--- src/design/brlp_pkg.sv ---
// shared types and constants for the board record line parser
// no dependencies; used by every module of the block
package brlp_pkg;

  localparam int BOARD_SQUARES = 64;
  localparam int BOARD_W       = 64;
  localparam int IDX_W         = $clog2(BOARD_W);
  localparam int FLEN_W        = 7;

  localparam logic [FLEN_W-1:0] BOARD_LEN = FLEN_W'(BOARD_SQUARES);
  localparam logic [FLEN_W-1:0] FLEN_SAT  = FLEN_W'(BOARD_SQUARES + 1);

  localparam logic [7:0] CH_B    = 8'h62;
  localparam logic [7:0] CH_W    = 8'h77;
  localparam logic [7:0] CH_DOT  = 8'h2E;
  localparam logic [7:0] CH_SEP  = 8'h3B;
  localparam logic [7:0] CH_HASH = 8'h23;
  localparam logic [7:0] CH_NL   = 8'h0A;
  localparam logic [7:0] CH_NUL  = 8'h00;

  localparam int Q_DEPTH = 4;
  localparam int Q_PTR_W = $clog2(Q_DEPTH);
  localparam int Q_CNT_W = $clog2(Q_DEPTH + 1);

  typedef enum logic [1:0] {
    KIND_KEY  = 2'd0,
    KIND_DESC = 2'd1,
    KIND_REC  = 2'd2
  } kind_t;

  typedef enum logic [2:0] {
    ST_ENTRY      = 3'd0,
    ST_NOT_ENTRY  = 3'd1,
    ST_INCOMPLETE = 3'd2,
    ST_BOARD_SIZE = 3'd3,
    ST_BAD_SQUARE = 3'd4,
    ST_PLAYER_LEN = 3'd5,
    ST_BAD_PLAYER = 3'd6
  } status_t;

  typedef enum logic [1:0] {
    PL_NONE  = 2'd0,
    PL_BLACK = 2'd1,
    PL_WHITE = 2'd2,
    PL_OTHER = 2'd3
  } player_t;

  typedef struct packed {
    logic [7:0] ch;
    logic       line_end;
  } in_word_t;

  typedef struct packed {
    kind_t              kind;
    logic [7:0]         text_char;
    status_t            status;
    logic [BOARD_W-1:0] black_squares;
    logic [BOARD_W-1:0] white_squares;
    logic               player_white;
    logic               last;
  } out_word_t;

  // up to two result words per input word, first slot always filled first
  typedef struct packed {
    logic      a_vld;
    logic      b_vld;
    out_word_t a;
    out_word_t b;
  } scan_out_t;

endpackage

--- src/design/brlp_scan.sv ---
// per-line scan state and the character decode for one word
// depends on brlp_pkg
module brlp_scan (
  input  logic               clk,
  input  logic               rst_n,
  input  logic               adv,
  input  brlp_pkg::in_word_t word,
  output brlp_pkg::scan_out_t res
);

  localparam logic [2:0] FLD_KEY    = 3'd0;
  localparam logic [2:0] FLD_BOARD  = 3'd1;
  localparam logic [2:0] FLD_PLAYER = 3'd2;
  localparam logic [2:0] FLD_DONE   = 3'd4;

  logic                          stop_r, stop_nxt;
  logic                          saw_r, saw_nxt;
  logic [2:0]                    seps_r, seps_nxt;
  logic [brlp_pkg::FLEN_W-1:0]   flen_r, flen_nxt;
  logic                          cbad_r, cbad_nxt;
  logic                          sbad_r, sbad_nxt;
  logic [brlp_pkg::BOARD_W-1:0]  blk_r, blk_nxt;
  logic [brlp_pkg::BOARD_W-1:0]  wht_r, wht_nxt;
  brlp_pkg::player_t             pl_r, pl_nxt;

  logic                          txt_vld;
  brlp_pkg::out_word_t           txt, rec;
  brlp_pkg::status_t             st;
  logic [brlp_pkg::BOARD_W-1:0]  sq_bit;

  assign sq_bit = brlp_pkg::BOARD_W'(1) << flen_r[brlp_pkg::IDX_W-1:0];

  always_comb begin
    stop_nxt = stop_r;
    saw_nxt  = saw_r;
    seps_nxt = seps_r;
    flen_nxt = flen_r;
    cbad_nxt = cbad_r;
    sbad_nxt = sbad_r;
    blk_nxt  = blk_r;
    wht_nxt  = wht_r;
    pl_nxt   = pl_r;
    txt_vld  = 1'b0;
    txt      = '0;
    rec      = '0;
    st       = brlp_pkg::ST_ENTRY;

    if (!stop_r) begin
      if (word.ch inside {brlp_pkg::CH_HASH, brlp_pkg::CH_NL, brlp_pkg::CH_NUL}) begin
        stop_nxt = 1'b1;
      end else if (word.ch == brlp_pkg::CH_SEP) begin
        saw_nxt = 1'b1;
        if (seps_r == FLD_BOARD && flen_r != brlp_pkg::BOARD_LEN) begin
          sbad_nxt = 1'b1;
        end
        seps_nxt = seps_r + 3'd1;
        if (seps_nxt inside {FLD_BOARD, FLD_PLAYER}) begin
          flen_nxt = '0;
        end
        if (seps_nxt >= FLD_DONE) begin
          stop_nxt = 1'b1;
        end
      end else begin
        saw_nxt = 1'b1;
        case (seps_r)
          FLD_KEY: begin
            txt_vld       = 1'b1;
            txt.kind      = brlp_pkg::KIND_KEY;
            txt.text_char = word.ch;
          end
          FLD_BOARD: begin
            // squares past the board length are only counted
            if (flen_r < brlp_pkg::BOARD_LEN) begin
              if (word.ch == brlp_pkg::CH_B) begin
                blk_nxt = blk_r | sq_bit;
              end else if (word.ch == brlp_pkg::CH_W) begin
                wht_nxt = wht_r | sq_bit;
              end else if (word.ch != brlp_pkg::CH_DOT) begin
                cbad_nxt = 1'b1;
              end
            end
            if (flen_r < brlp_pkg::FLEN_SAT) begin
              flen_nxt = flen_r + brlp_pkg::FLEN_W'(1);
            end
          end
          FLD_PLAYER: begin
            if (flen_r == '0) begin
              if (word.ch == brlp_pkg::CH_B) begin
                pl_nxt = brlp_pkg::PL_BLACK;
              end else if (word.ch == brlp_pkg::CH_W) begin
                pl_nxt = brlp_pkg::PL_WHITE;
              end else begin
                pl_nxt = brlp_pkg::PL_OTHER;
              end
            end
            if (flen_r < brlp_pkg::FLEN_SAT) begin
              flen_nxt = flen_r + brlp_pkg::FLEN_W'(1);
            end
          end
          default: begin
            txt_vld       = 1'b1;
            txt.kind      = brlp_pkg::KIND_DESC;
            txt.text_char = word.ch;
          end
        endcase
      end
    end

    // status checks see the state after this character
    if (!saw_nxt) begin
      st = brlp_pkg::ST_NOT_ENTRY;
    end else if (seps_nxt != FLD_DONE) begin
      st = brlp_pkg::ST_INCOMPLETE;
    end else if (sbad_nxt) begin
      st = brlp_pkg::ST_BOARD_SIZE;
    end else if (cbad_nxt) begin
      st = brlp_pkg::ST_BAD_SQUARE;
    end else if (flen_nxt != brlp_pkg::FLEN_W'(1)) begin
      st = brlp_pkg::ST_PLAYER_LEN;
    end else if (pl_nxt != brlp_pkg::PL_BLACK && pl_nxt != brlp_pkg::PL_WHITE) begin
      st = brlp_pkg::ST_BAD_PLAYER;
    end else begin
      st = brlp_pkg::ST_ENTRY;
    end

    rec.kind   = brlp_pkg::KIND_REC;
    rec.status = st;
    rec.last   = 1'b1;
    if (st == brlp_pkg::ST_ENTRY) begin
      rec.black_squares = blk_nxt;
      rec.white_squares = wht_nxt;
      rec.player_white  = (pl_nxt == brlp_pkg::PL_WHITE);
    end

    if (word.line_end) begin
      stop_nxt = 1'b0;
      saw_nxt  = 1'b0;
      seps_nxt = '0;
      flen_nxt = '0;
      cbad_nxt = 1'b0;
      sbad_nxt = 1'b0;
      blk_nxt  = '0;
      wht_nxt  = '0;
      pl_nxt   = brlp_pkg::PL_NONE;
    end

    res.a_vld = txt_vld || word.line_end;
    res.b_vld = txt_vld && word.line_end;
    res.a     = txt_vld ? txt : rec;
    res.b     = rec;
  end

  always_ff @(posedge clk) begin
    if (!rst_n) begin
      stop_r <= 1'b0;
      saw_r  <= 1'b0;
      seps_r <= '0;
      flen_r <= '0;
      cbad_r <= 1'b0;
      sbad_r <= 1'b0;
      blk_r  <= '0;
      wht_r  <= '0;
      pl_r   <= brlp_pkg::PL_NONE;
    end else if (adv) begin
      stop_r <= stop_nxt;
      saw_r  <= saw_nxt;
      seps_r <= seps_nxt;
      flen_r <= flen_nxt;
      cbad_r <= cbad_nxt;
      sbad_r <= sbad_nxt;
      blk_r  <= blk_nxt;
      wht_r  <= wht_nxt;
      pl_r   <= pl_nxt;
    end
  end

endmodule

--- src/design/brlp_outq.sv ---
// small result queue: two writes and one read per cycle
// depends on brlp_pkg
module brlp_outq (
  input  logic                  clk,
  input  logic                  rst_n,
  input  logic                  push,
  input  brlp_pkg::scan_out_t   res,
  output logic                  room,
  output logic                  out_valid,
  input  logic                  out_ready,
  output brlp_pkg::out_word_t   out_data
);

  brlp_pkg::out_word_t         mem [brlp_pkg::Q_DEPTH];
  logic [brlp_pkg::Q_PTR_W-1:0] wr_r, wr_nxt, rd_r, rd_nxt, wr_b;
  logic [brlp_pkg::Q_CNT_W-1:0] cnt_r, cnt_nxt;
  logic                         push_a, push_b, pop;

  assign push_a    = push && res.a_vld;
  assign push_b    = push && res.b_vld;
  assign out_valid = (cnt_r != '0);
  assign pop       = out_valid && out_ready;
  // room for two words keeps every input word pushable in full
  assign room      = (cnt_r <= brlp_pkg::Q_CNT_W'(brlp_pkg::Q_DEPTH - 2));
  assign wr_b      = wr_r + brlp_pkg::Q_PTR_W'(1);
  assign out_data  = mem[rd_r];

  always_comb begin
    wr_nxt  = wr_r + brlp_pkg::Q_PTR_W'(push_a) + brlp_pkg::Q_PTR_W'(push_b);
    rd_nxt  = rd_r + brlp_pkg::Q_PTR_W'(pop);
    cnt_nxt = cnt_r + brlp_pkg::Q_CNT_W'(push_a) + brlp_pkg::Q_CNT_W'(push_b)
              - brlp_pkg::Q_CNT_W'(pop);
  end

  always_ff @(posedge clk) begin
    if (push_a) begin
      mem[wr_r] <= res.a;
    end
    if (push_b) begin
      mem[wr_b] <= res.b;
    end
  end

  always_ff @(posedge clk) begin
    if (!rst_n) begin
      wr_r  <= '0;
      rd_r  <= '0;
      cnt_r <= '0;
    end else begin
      wr_r  <= wr_nxt;
      rd_r  <= rd_nxt;
      cnt_r <= cnt_nxt;
    end
  end

endmodule

--- src/design/board_record_line_parser.sv ---
// board record line parser: one character word in per cycle, results out
// first result goes through the input register and then the queue; 1 word per cycle
// sustained while results are drained at the rate they are produced
// a word ending a line on a key/description char makes two results
// synchronous active-low reset empties the queue and clears line state
// depends on brlp_pkg, brlp_scan, brlp_outq
module board_record_line_parser (
  input  logic                clk,
  input  logic                rst_n,
  input  logic                in_valid,
  output logic                in_ready,
  input  brlp_pkg::in_word_t  in_data,
  output logic                out_valid,
  input  logic                out_ready,
  output brlp_pkg::out_word_t out_data
);

  // input register
  logic                in_vld_r, in_vld_nxt;
  brlp_pkg::in_word_t  in_word_r, in_word_nxt;

  // word moves from input register through the scan into the queue
  logic                adv;
  logic                room;
  brlp_pkg::scan_out_t scan_res;

  assign adv      = in_vld_r && room;
  // the input register frees up whenever its word moves on
  assign in_ready = !in_vld_r || room;

  always_comb begin
    in_vld_nxt  = in_vld_r;
    in_word_nxt = in_word_r;
    if (in_ready) begin
      in_vld_nxt  = in_valid;
      in_word_nxt = in_data;
    end
  end

  always_ff @(posedge clk) begin
    if (!rst_n) begin
      in_vld_r <= 1'b0;
    end else begin
      in_vld_r <= in_vld_nxt;
    end
  end

  // payload needs no reset
  always_ff @(posedge clk) begin
    in_word_r <= in_word_nxt;
  end

  // line state and character decode
  brlp_scan u_scan (
    .clk   (clk),
    .rst_n (rst_n),
    .adv   (adv),
    .word  (in_word_r),
    .res   (scan_res)
  );

  // result queue, holds the text word and the record word of a line end
  brlp_outq u_outq (
    .clk       (clk),
    .rst_n     (rst_n),
    .push      (adv),
    .res       (scan_res),
    .room      (room),
    .out_valid (out_valid),
    .out_ready (out_ready),
    .out_data  (out_data)
  );

  // a line end always leaves a record word queued
  a_rec_after_end: assert property (@(posedge clk) disable iff (!rst_n)
    adv && in_word_r.line_end |=> out_valid)
    else $error("line end left no result queued");

  // record words close the line, text words never do
  a_last_on_rec: assert property (@(posedge clk) disable iff (!rst_n)
    out_valid |-> (out_data.last == (out_data.kind == brlp_pkg::KIND_REC)))
    else $error("last flag does not match word kind");

  // failed records carry no board or player
  a_clean_err: assert property (@(posedge clk) disable iff (!rst_n)
    out_valid && out_data.status != brlp_pkg::ST_ENTRY |->
      out_data.black_squares == '0 && out_data.white_squares == '0 &&
      !out_data.player_white)
    else $error("error record carries board data");

endmodule
--- config.mk ---
export PLATFORM = sky130hd
export DESIGN_NAME = board_record_line_parser
export DESIGN_NICKNAME = d
export VERILOG_FILES = /design/src/design/brlp_pkg.sv /design/src/design/brlp_scan.sv /design/src/design/brlp_outq.sv /design/src/design/board_record_line_parser.sv
export SDC_FILE = /design/constraint.sdc
export NUM_CORES = 1
export LEC_CHECK = 0
export BUFFER_PORTS_ARGS = -buffer_cell sky130_fd_sc_hd__buf_2
export CORE_MARGIN = 2
export CORE_UTILIZATION = 55
export CTS_CLUSTER_SIZE = 24
export DETAILED_ROUTE_END_ITERATION = 6
export PLACE_DENSITY = 0.73
export SYNTH_ARGS = -nofsm -noshare
export SYNTH_HDL_FRONTEND = slang
export SYNTH_SLANG_ARGS = --single-unit
--- constraint.sdc ---
create_clock -name clk -period 9 [get_ports clk]
set_clock_uncertainty 0.05 [all_clocks]
set_input_delay 1.8 -clock clk [delete_from_list [all_inputs] [get_ports clk]]
set_output_delay 1.8 -clock clk [all_outputs]
set_load 0.02 [all_outputs]
; ---- Word level (Yosys, flattened, before mapping)
; Memory sizes are Yosys's and may differ from the RTL's. A register that Yosys moved wholly into a read port is not among the register bits.
; Index checks and enable logic that the tools add are counted.
[op_classes]
n_addsub = 9
n_mul = 0
div = 0
n_lt_le_gt_ge = 4
eq_ne = 16
shift = 1
mux = 77
n_bitwise = 2
n_reduce_logical = 18
[op_table]
columns = op, n
row1 = 2-to-1 mux 64 bit, 15
row2 = 2-to-1 mux 143 bit, 1
row3 = 2-to-1 mux 129 bit, 1
row4 = bitwise OR 64 bit, 2
row5 = << shifter 1 x 6 -> 64 bit (first input constant), 1
row6 = 2-to-1 mux 7 bit, 7
row7 = 2-to-1 mux 1 bit, 31
row8 = 2-to-1 mux 10 bit, 3
row9 = 2-to-1 mux 3 bit, 10
row10 = case mux 9 bit (2 select lines), 1
row11 = equality test 8 x 6 -> 1 bit (second input constant), 2
row12 = equality test 8 x 7 -> 1 bit (second input constant), 2
row13 = 2-to-1 mux 2 bit, 8
row14 = < comparator 7 bit (second input constant), 2
row15 = equality test 8 x 4 -> 1 bit (second input constant), 1
row16 = zero test 8 bit, 1
row17 = != test 8 x 6 -> 1 bit (second input constant), 1
row18 = adder 7 x 1 -> 7 bit (second input constant), 1
row19 = logical AND 1 bit, 7
row20 = zero test 7 bit, 1
row21 = != test 7 x 1 -> 1 bit (second input constant), 1
row22 = != test 7 bit (second input constant), 1
row23 = adder 2 x 1 -> 2 bit, 3
row24 = adder 3 x 1 -> 3 bit, 2
row25 = other kinds (17), 22
[word_totals]
regBits = 161
latch_bits = 0
ram_bits = 572
rom_bits = 0
inputBits = 13
output_inout_bits = 145
wordCells = 143
memories = 1
[mem_list]
columns = memory, words, width, read_ports, rd_clocked_by_memory_dff, write_ports, line_no
row1 = u_outq.mem, 4, 143, 1, 1, 2, brlp_outq.sv:14  ; brlp_pkg::out_word_t mem [brlp_pkg::Q_DEPTH];

; ---- Logic depth before layout (Yosys ltp)
; Gate-level depths: netlist (run 1).
[logic_depth]
word_depth = 19
depth_mapped = 14
mapped_depth_nobuf = 12

; ---- By module
; A second synthesis (run 1) with hierarchy kept.
[unflattened]
cells_unflattened = 2603
hier_area_um2 = 37220.7
[by_module_without_submodules]
columns = mod, n_inst, cells_per_inst, area_per_inst_um2, seq_area_each_um2
row1 = brlp_outq, 1, 1433, 28503.6, 17316.6
row2 = brlp_scan, 1, 1156, 8390.5, 2882.8
row3 = board_record_line_parser, 1, 14, 326.6, 290.3

; ---- Worst setup path before layout (run 1)
; Ideal clock, no wire load.
[synth_path]
path_kind = flip-flop to flip-flop
start = register in_word_r[2] (netlist bit)
end = memory u_outq.mem[0][100] (netlist bit) (enable)
setup_ns = 0.514
arrival_ns = 5.304
t_required_ns = 8.436
setup_slack_ns = 3.132
stages_incl_launch_ff = 10
path_buffers = 3
synth_period_minus_slack_ns = 5.868
cell_sequence = edfxtp_1 > buf_2 > xor2_1 > o221ai_1 > and2_1 > buf_4 > nor3_1 > and2_1 > clkbuf_1 > nand2b_1
[synth_rtl]
columns = item, line_no
row1 = start: declaration, board_record_line_parser.sv:20  ; brlp_pkg::in_word_t in_word_r, in_word_nxt;
row2 = start signal: assignment, board_record_line_parser.sv:50  ; in_word_r <= in_word_nxt;
row3 = end: declaration, brlp_outq.sv:14

==> flow_metrics.py, run 1 <==
metrics = {
    "run_status": {
        "run_status": "finished, violations left",
        "violations": "DRC",
    },
    "synthesis": {
        "synth_top_area_frac": 0.507,
        "synthTopCellsByArea": "edfxtp_1, dfxtp_1, mux4_2, nor3_1, nor2_1",
        "synth-edff-count": 537,
        "synth.avg_cell_area_um2": 12.3,
        "syn-num-nets": 2607,
        "synthDistinctLibCells": 61,
        "ys_ff_latch": 729,
        "yosys_warnings": 0,
        "synthArstFlopShare": 0,
        "syn-instance-count": 2577,
        "yosysTopAreaCell": "edfxtp_1",
        "netlist_area_um2": 31800,
        "synth_ff_type": "edfxtp_1",
        "synth_seq_area_share": 0.628,
    },
    "die": {
        "coreArea_um2": 57400,
        "ios": 158,
        "start_util": 0.554,
        "die-width_um": 244,
        "dieArea_um2": 59700,
        "die_h_um": 244,
        "rows": 88,
    },
    "clock_network": {
        "cts_tree": "built",
        "worstSkewPairLatency_ps": 620,
        "clk_pin_slew_worst_paths_ps": 60,
        "cts_root_buf": "clkbuf_16",
        "hold_buffers": 0,
        "cts_buffer_depth": 3,
        "htreeDepth": 3,
        "cts-buffers-inserted": 74,
        "clock_sink_count": 729,
        "cts_setup_buffers": 0,
        "ctsResizeCount": 0,
    },
    "timing": {
        "tightest_slew_ps": 1230,
        "rsz0062_at_grt": "false",
        "holdWs_ps": 398,
        "fmax_mhz": 190,
        "finalCritPeriodShare": 0.584,
        "relSlewSlack": 0.182,
        "drv_slew": 0,
        "hold_viol": 0,
        "layout_min_cycle_time_ps": 5260,
        "setup-violations-final": 0,
        "fin_setup_tns_ps": 0,
    },
    "routing": {
        "first_pass_iters": 7,
        "drt_iter0_drc": 2186,
        "drc_errors": 8,
        "ant_nets": 0,
        "num_vias": 22197,
        "drt-wirelength-per-cell_um": 24.3,
        "wl_um": 83500,
        "vias_per_cell": 6.47,
    },
    "layout": {
        "final_common_cell": "nor3_1",
        "antenna_cells": 0,
        "fill_cells": 4325,
        "drive_gt1_frac": 0.177,
        "nets": 2636,
        "most-common-layout-cells": "nor3_1, edfxtp_1, nor2_1",
        "area_growth_pct": 10.9,
    },
    "setup_path": {
        "worstSetupStartpointType": "flop",
        "arrival_ps": 5530,
        "critPathKind": "reg -> reg",
        "cp.required_ps": 9270,
        "ff2ff_setup_slack_ps": 3740,
        "cp_max_fo": 258,
        "cp-end-kind": "flop",
    },
    "pwr": {
        "p_leak_nw": 10.7,
        "p_per_area_nw_per_um2": 267,
        "vdd_drop_max_mv": 0.222,
        "finalPower_mw": 9.40,
    },
    "global_route": {
        "track_usage": 0.278,
        "antenna_found_initial": 0,
        "grt_pass1_wl_um": 128000,
        "grt_pass1_vias": 21644,
        "grt_max_degree": 259,
        "overflow": 0,
    },
    "placed_design": {
        "io_buffers": 157,
        "hpwl_um": 49300,
        "routabilityCongestion": 0.942,
    },
    "worst_hold_path": {
        "hp-class": "reg -> reg",
    },
    "job": {
        "drv_cap": 0,
    },
}
==> cell type report <==
cell class | count | area (um^2) | area share
repair buffers | 188 | 1060 | 0.0300
clock buffers | 94 | 2020 | 0.0573
well taps | 765 | 957 | 0.0272
inverters | 18 | 67.6 | 0.00192
clock inverters | 41 | 448 | 0.0127
multi-input cells | 1595 | 10700 | 0.304
flip-flops and latches | 729 | 20000 | 0.567
==> per-stage QoR <==
stage / setup slack [ps] / std cells / area, um^2 / utilization
6_report: 3740 / 3430 / 35200 / 0.614
5_1_grt: 3320 / 3430 / 35200 / 0.614
4_1_cts: 3820 / 3430 / 35200 / 0.614
3_5_place_dp: 3880 / 3295 / 32800 / 0.571
3_3_place_gp: 4050 / 3295 / 32800 / 0.571
2_1_floorplan: 3130 / 2577 / 31800 / -
==> sequential cells by signal (all words and copies together) (netlist names) <==
signal         cells
u_scan.cbad_r      1
u_scan.seps_r      3
u_scan.flen_r      7
u_outq.rd_r        2
u_scan.pl_r        2
u_scan.wht_r      64
u_scan.saw_r       1
u_outq.wr_r        2
u_outq.mem       568
u_outq.cnt_r       3
u_scan.stop_r      1
u_scan.blk_r      64
in_vld_r           1
u_scan.sbad_r      1
in_word_r          9
==> cell families (layout without fill, tap and decap cells) <==
group / count (synthesis) / count (layout) / share of synthesized area
xor gates and xnor gates: 6 / 6 / 0.00165
adders and majority gates: 17 / 17 / 0.00740
buffers and inverters: 253 / 341 / 0.0371
AOI/OAI and AO/OA: 349 / 349 / 0.0603
and+or+nand+nor: 1068 / 1068 / 0.160
DFF: 729 / 729 / 0.628
muxes: 155 / 155 / 0.105
==> final timing paths <==
path / startpoint / end / cells past startpoint
setup / recovery: in_word_r[4] / u_outq.mem[3][16] / 11
hold / removal: u_outq.mem[2][0] / u_outq.mem[2][0] / 2
hold reg to reg: u_outq.mem[2][0] / u_outq.mem[2][0] / 2
setup reg to reg: in_word_r[4] / u_outq.mem[3][16] / 11
==> power breakdown <==
group | total [mW] | switching [mW] | internal, mW | leakage, nW
logic | 2.10 | 1.33 | 0.769 | 3.11
registers | 4.16 | 0.151 | 4.01 | 6.35
clock network | 3.14 | 1.30 | 1.83 | 1.21
total | 9.40 | 2.79 | 6.61 | 10.7
==> cells in the mapped netlist, types with 7 or more instances <==
cell,n
mux4_2,142
nand4_1,37
dfxtp_1,192
a31oi_1,21
clkbuf_1,138
mux2i_1,10
buf_2,27
nor3_1,559
buf_1,43
a21oi_1,152
nand3_1,15
and2_1,21
inv_1,18
nand2_1,83
buf_6,25
nor4_1,7
edfxtp_1,537
a21o_1,14
nor2_1,286
ha_1,14
nor2b_1,15
o21ai_0,127
nand2b_1,13
==> metal layers <==
layer / vias to the layer above / wire, um / track usage
met1: 11152 / 32300 / 0.367
met4: 0 / 2350 / 0.0961
li1: 9803 / - / -
met2: 1095 / 42500 / 0.470
met5: - / 0 / 0
met3: 147 / 6450 / 0.0466
==> worst max-delay path: stages (launching register included) <==
cell and delay, ps:
edfxtp_1 540, and4_1 320, a21oi_1 640, and3_1 400, nand4_1 200, mux2_2 340
ha_1 290, nor2b_1 60, nand4_1 150, buf_12 690, buf_4 980, nor3_1 170
Power figures use the tool's default switching activity.
==> run 2: changes to the inputs <==
==> constraint.sdc (replaced) <==
create_clock -name clk -period 5.2 [get_ports clk]
set_clock_uncertainty 0.05 [all_clocks]
set_input_delay 1.04 -clock clk [delete_from_list [all_inputs] [get_ports clk]]
set_output_delay 1.04 -clock clk [all_outputs]
set_load 0.02 [all_outputs]
==> run 2 against run 1 <==
The flow now finishes without violations. Sequential share of layout area down 0.57 points. Non-clock buffer count grew 15. Utilization up 0.63 points. Critical path depth stayed put. Largest cell class unchanged. Largest power group unchanged.
==> flow_metrics.py, run 2 (same netlist as run 1, synthesis figures left out) <==
metrics = {
    "run_status": {
        "run_status": "finished clean",
    },
    "layout": {
        "drive_gt1_frac": 0.180,
        "finish.utilization": 0.621,
        "largest_reg_flops": 568,
        "most-common-layout-cells": "nor3_1, edfxtp_1, nor2_1",
        "nets": 2653,
        "area_growth_pct": 12.0,
        "regArea_um2": 20000,
        "top_regs": "u_outq.mem: 568 flops, u_scan.blk_r: 64 flops, u_scan.wht_r: 64 flops",
        "final_common_cell": "nor3_1",
        "antenna_cells": 0,
        "fill_cells": 4288,
        "multiInputGateArea_um2": 10700,
        "regMostFlops": "u_outq.mem",
        "fin_cells": 3452,
    },
    "global_route": {
        "track_usage": 0.283,
        "use_met3": 0.0398,
        "grt_pass1_vias": 21640,
        "overflow": 0,
        "grt_max_degree": 181,
        "grt_util_met1": 0.388,
        "grt_use_met2": 0.462,
        "grt_pass1_wl_um": 129000,
        "gr-max-usage-layer": "met2",
        "antenna_found_initial": 2,
    },
    "routing": {
        "drt-wirelength-per-cell_um": 24.6,
        "drc_errors": 0,
        "num_vias": 22235,
        "ant_nets": 0,
        "drt_iter0_drc": 2676,
        "wl_um": 84800,
        "vias_per_cell": 6.44,
        "first_pass_iters": 6,
    },
    "die": {
        "rows": 88,
        "die_h_um": 244,
        "ios": 158,
        "start_util": 0.554,
        "dieArea_um2": 59700,
        "coreArea_um2": 57400,
        "die-width_um": 244,
    },
    "setup_path": {
        "critPathKind": "reg -> reg",
        "cp.required_ps": 5480,
        "worstSetupStartpointType": "flop",
        "arrival_ps": 4380,
        "cp_max_fo": 56,
        "crit_chain": "and4_1 > a21oi_1 > and3_1 > nand4_1 > mux2_2 > ha_1 > nor2b_1 > nand4_1 > buf_4 > buf_4 > nor3_1",
        "ff2ff_setup_slack_ps": 1100,
        "cp_slowest_cell": "edfxtp_1",
        "cp-end-kind": "flop",
        "critPathMaxStageDelay_ps": 560,
    },
    "clock_network": {
        "clock_sink_count": 729,
        "hold_buffers": 0,
        "cts-buffers-inserted": 76,
        "cts_tree": "built",
        "clk_pin_slew_worst_paths_ps": 60,
        "cts_setup_buffers": 0,
        "cts_root_buf": "clkbuf_16",
        "ctsResizeCount": 0,
        "htreeDepth": 3,
        "cts_buffer_depth": 3,
        "worstSkewPairLatency_ps": 630,
    },
    "timing": {
        "rsz0062_at_grt": "false",
        "fmax_mhz": 244,
        "finalCritPeriodShare": 0.789,
        "fin_setup_tns_ps": 0,
        "drv_slew": 0,
        "layout_min_cycle_time_ps": 4100,
        "tightest_slew_ps": 1350,
        "relSlewSlack": 0.0966,
        "hold_viol": 0,
        "setup-violations-final": 0,
    },
    "placed_design": {
        "hpwl_um": 49900,
        "io_buffers": 157,
        "routabilityCongestion": 0.945,
        "dpl.cell_count": 3310,
    },
    "pwr": {
        "p_per_area_nw_per_um2": 460,
        "p_leak_nw": 10.9,
        "finalPower_mw": 16.4,
        "vdd_drop_max_mv": 0.335,
    },
    "job": {
        "drv_cap": 0,
    },
    "worst_hold_path": {
        "hp-class": "reg -> reg",
    },
}
==> run 2: cell count changes in the layout (fill, tap and decap cells not counted) <==
cell        before  now
buf_12           3   20
clkbuf_1        14   24
clkinv_2        17   10
clkbuf_8         3    9
bufinv_16        8    4
clkbuf_16       77   81
clkinvlp_4       3    0
buf_4           28   26
clkinv_1         7    9
clkinv_4         0    1
clkinv_8         1    2
inv_16           1    0
inv_6            3    2
inv_8            1    0
==> run 2: area by class of cell <==
| cell class | count | area share |
|---|---|---|
| repair buffers | 203 | 0.0388 |
| flip-flops and latches | 729 | 0.561 |
| inverters | 18 | 0.00190 |
| clock inverters | 28 | 0.00738 |
| well taps | 765 | 0.0269 |
| multi-input cells | 1595 | 0.301 |
| clock buffers | 114 | 0.0629 |
==> run 2: worst max-delay path: cells and delay by family, from the launching register on <==
family,cells,cell delay (ps)
compound gates,1,550
buf+inv,2,800
mux,1,330
fa+ha+maj,1,300
flops,1,560
simple gates,6,1190
==> run 2: power breakdown <==
part / total [mW] / switching [mW] / internal (mW)
clock network: 5.42 / 2.23 / 3.19
logic: 3.73 / 2.32 / 1.41
registers: 7.22 / 0.286 / 6.93
==> run 2: worst paths after layout <==
kind                     from                 to  cells past startpoint
max              in_word_r[4]  u_outq.mem[0][28]                     11
max reg2reg      in_word_r[4]  u_outq.mem[0][28]                     11
min          u_outq.mem[3][0]   u_outq.mem[3][0]                      2
min reg2reg  u_outq.mem[3][0]   u_outq.mem[3][0]                      2
==> run 2: layer usage <==
layer	share of wire	vias up	routed length, um
li1	-	9849	-
met1	0.39	11044	32700
met2	0.49	1150	41800
met3	0.084	190	7110
met4	0.037	2	3120
met5	0.000083	-	7
==> run 2: through the flow <==
step	hold WS, ps	setup slack [ps]	area [um^2]
after floorplan	368	857	31800
after global placement	379	1370	33100
after detailed placement	384	1220	33100
after CTS	396	1200	35600
after global routing	417	887	35600
final	395	1100	35600
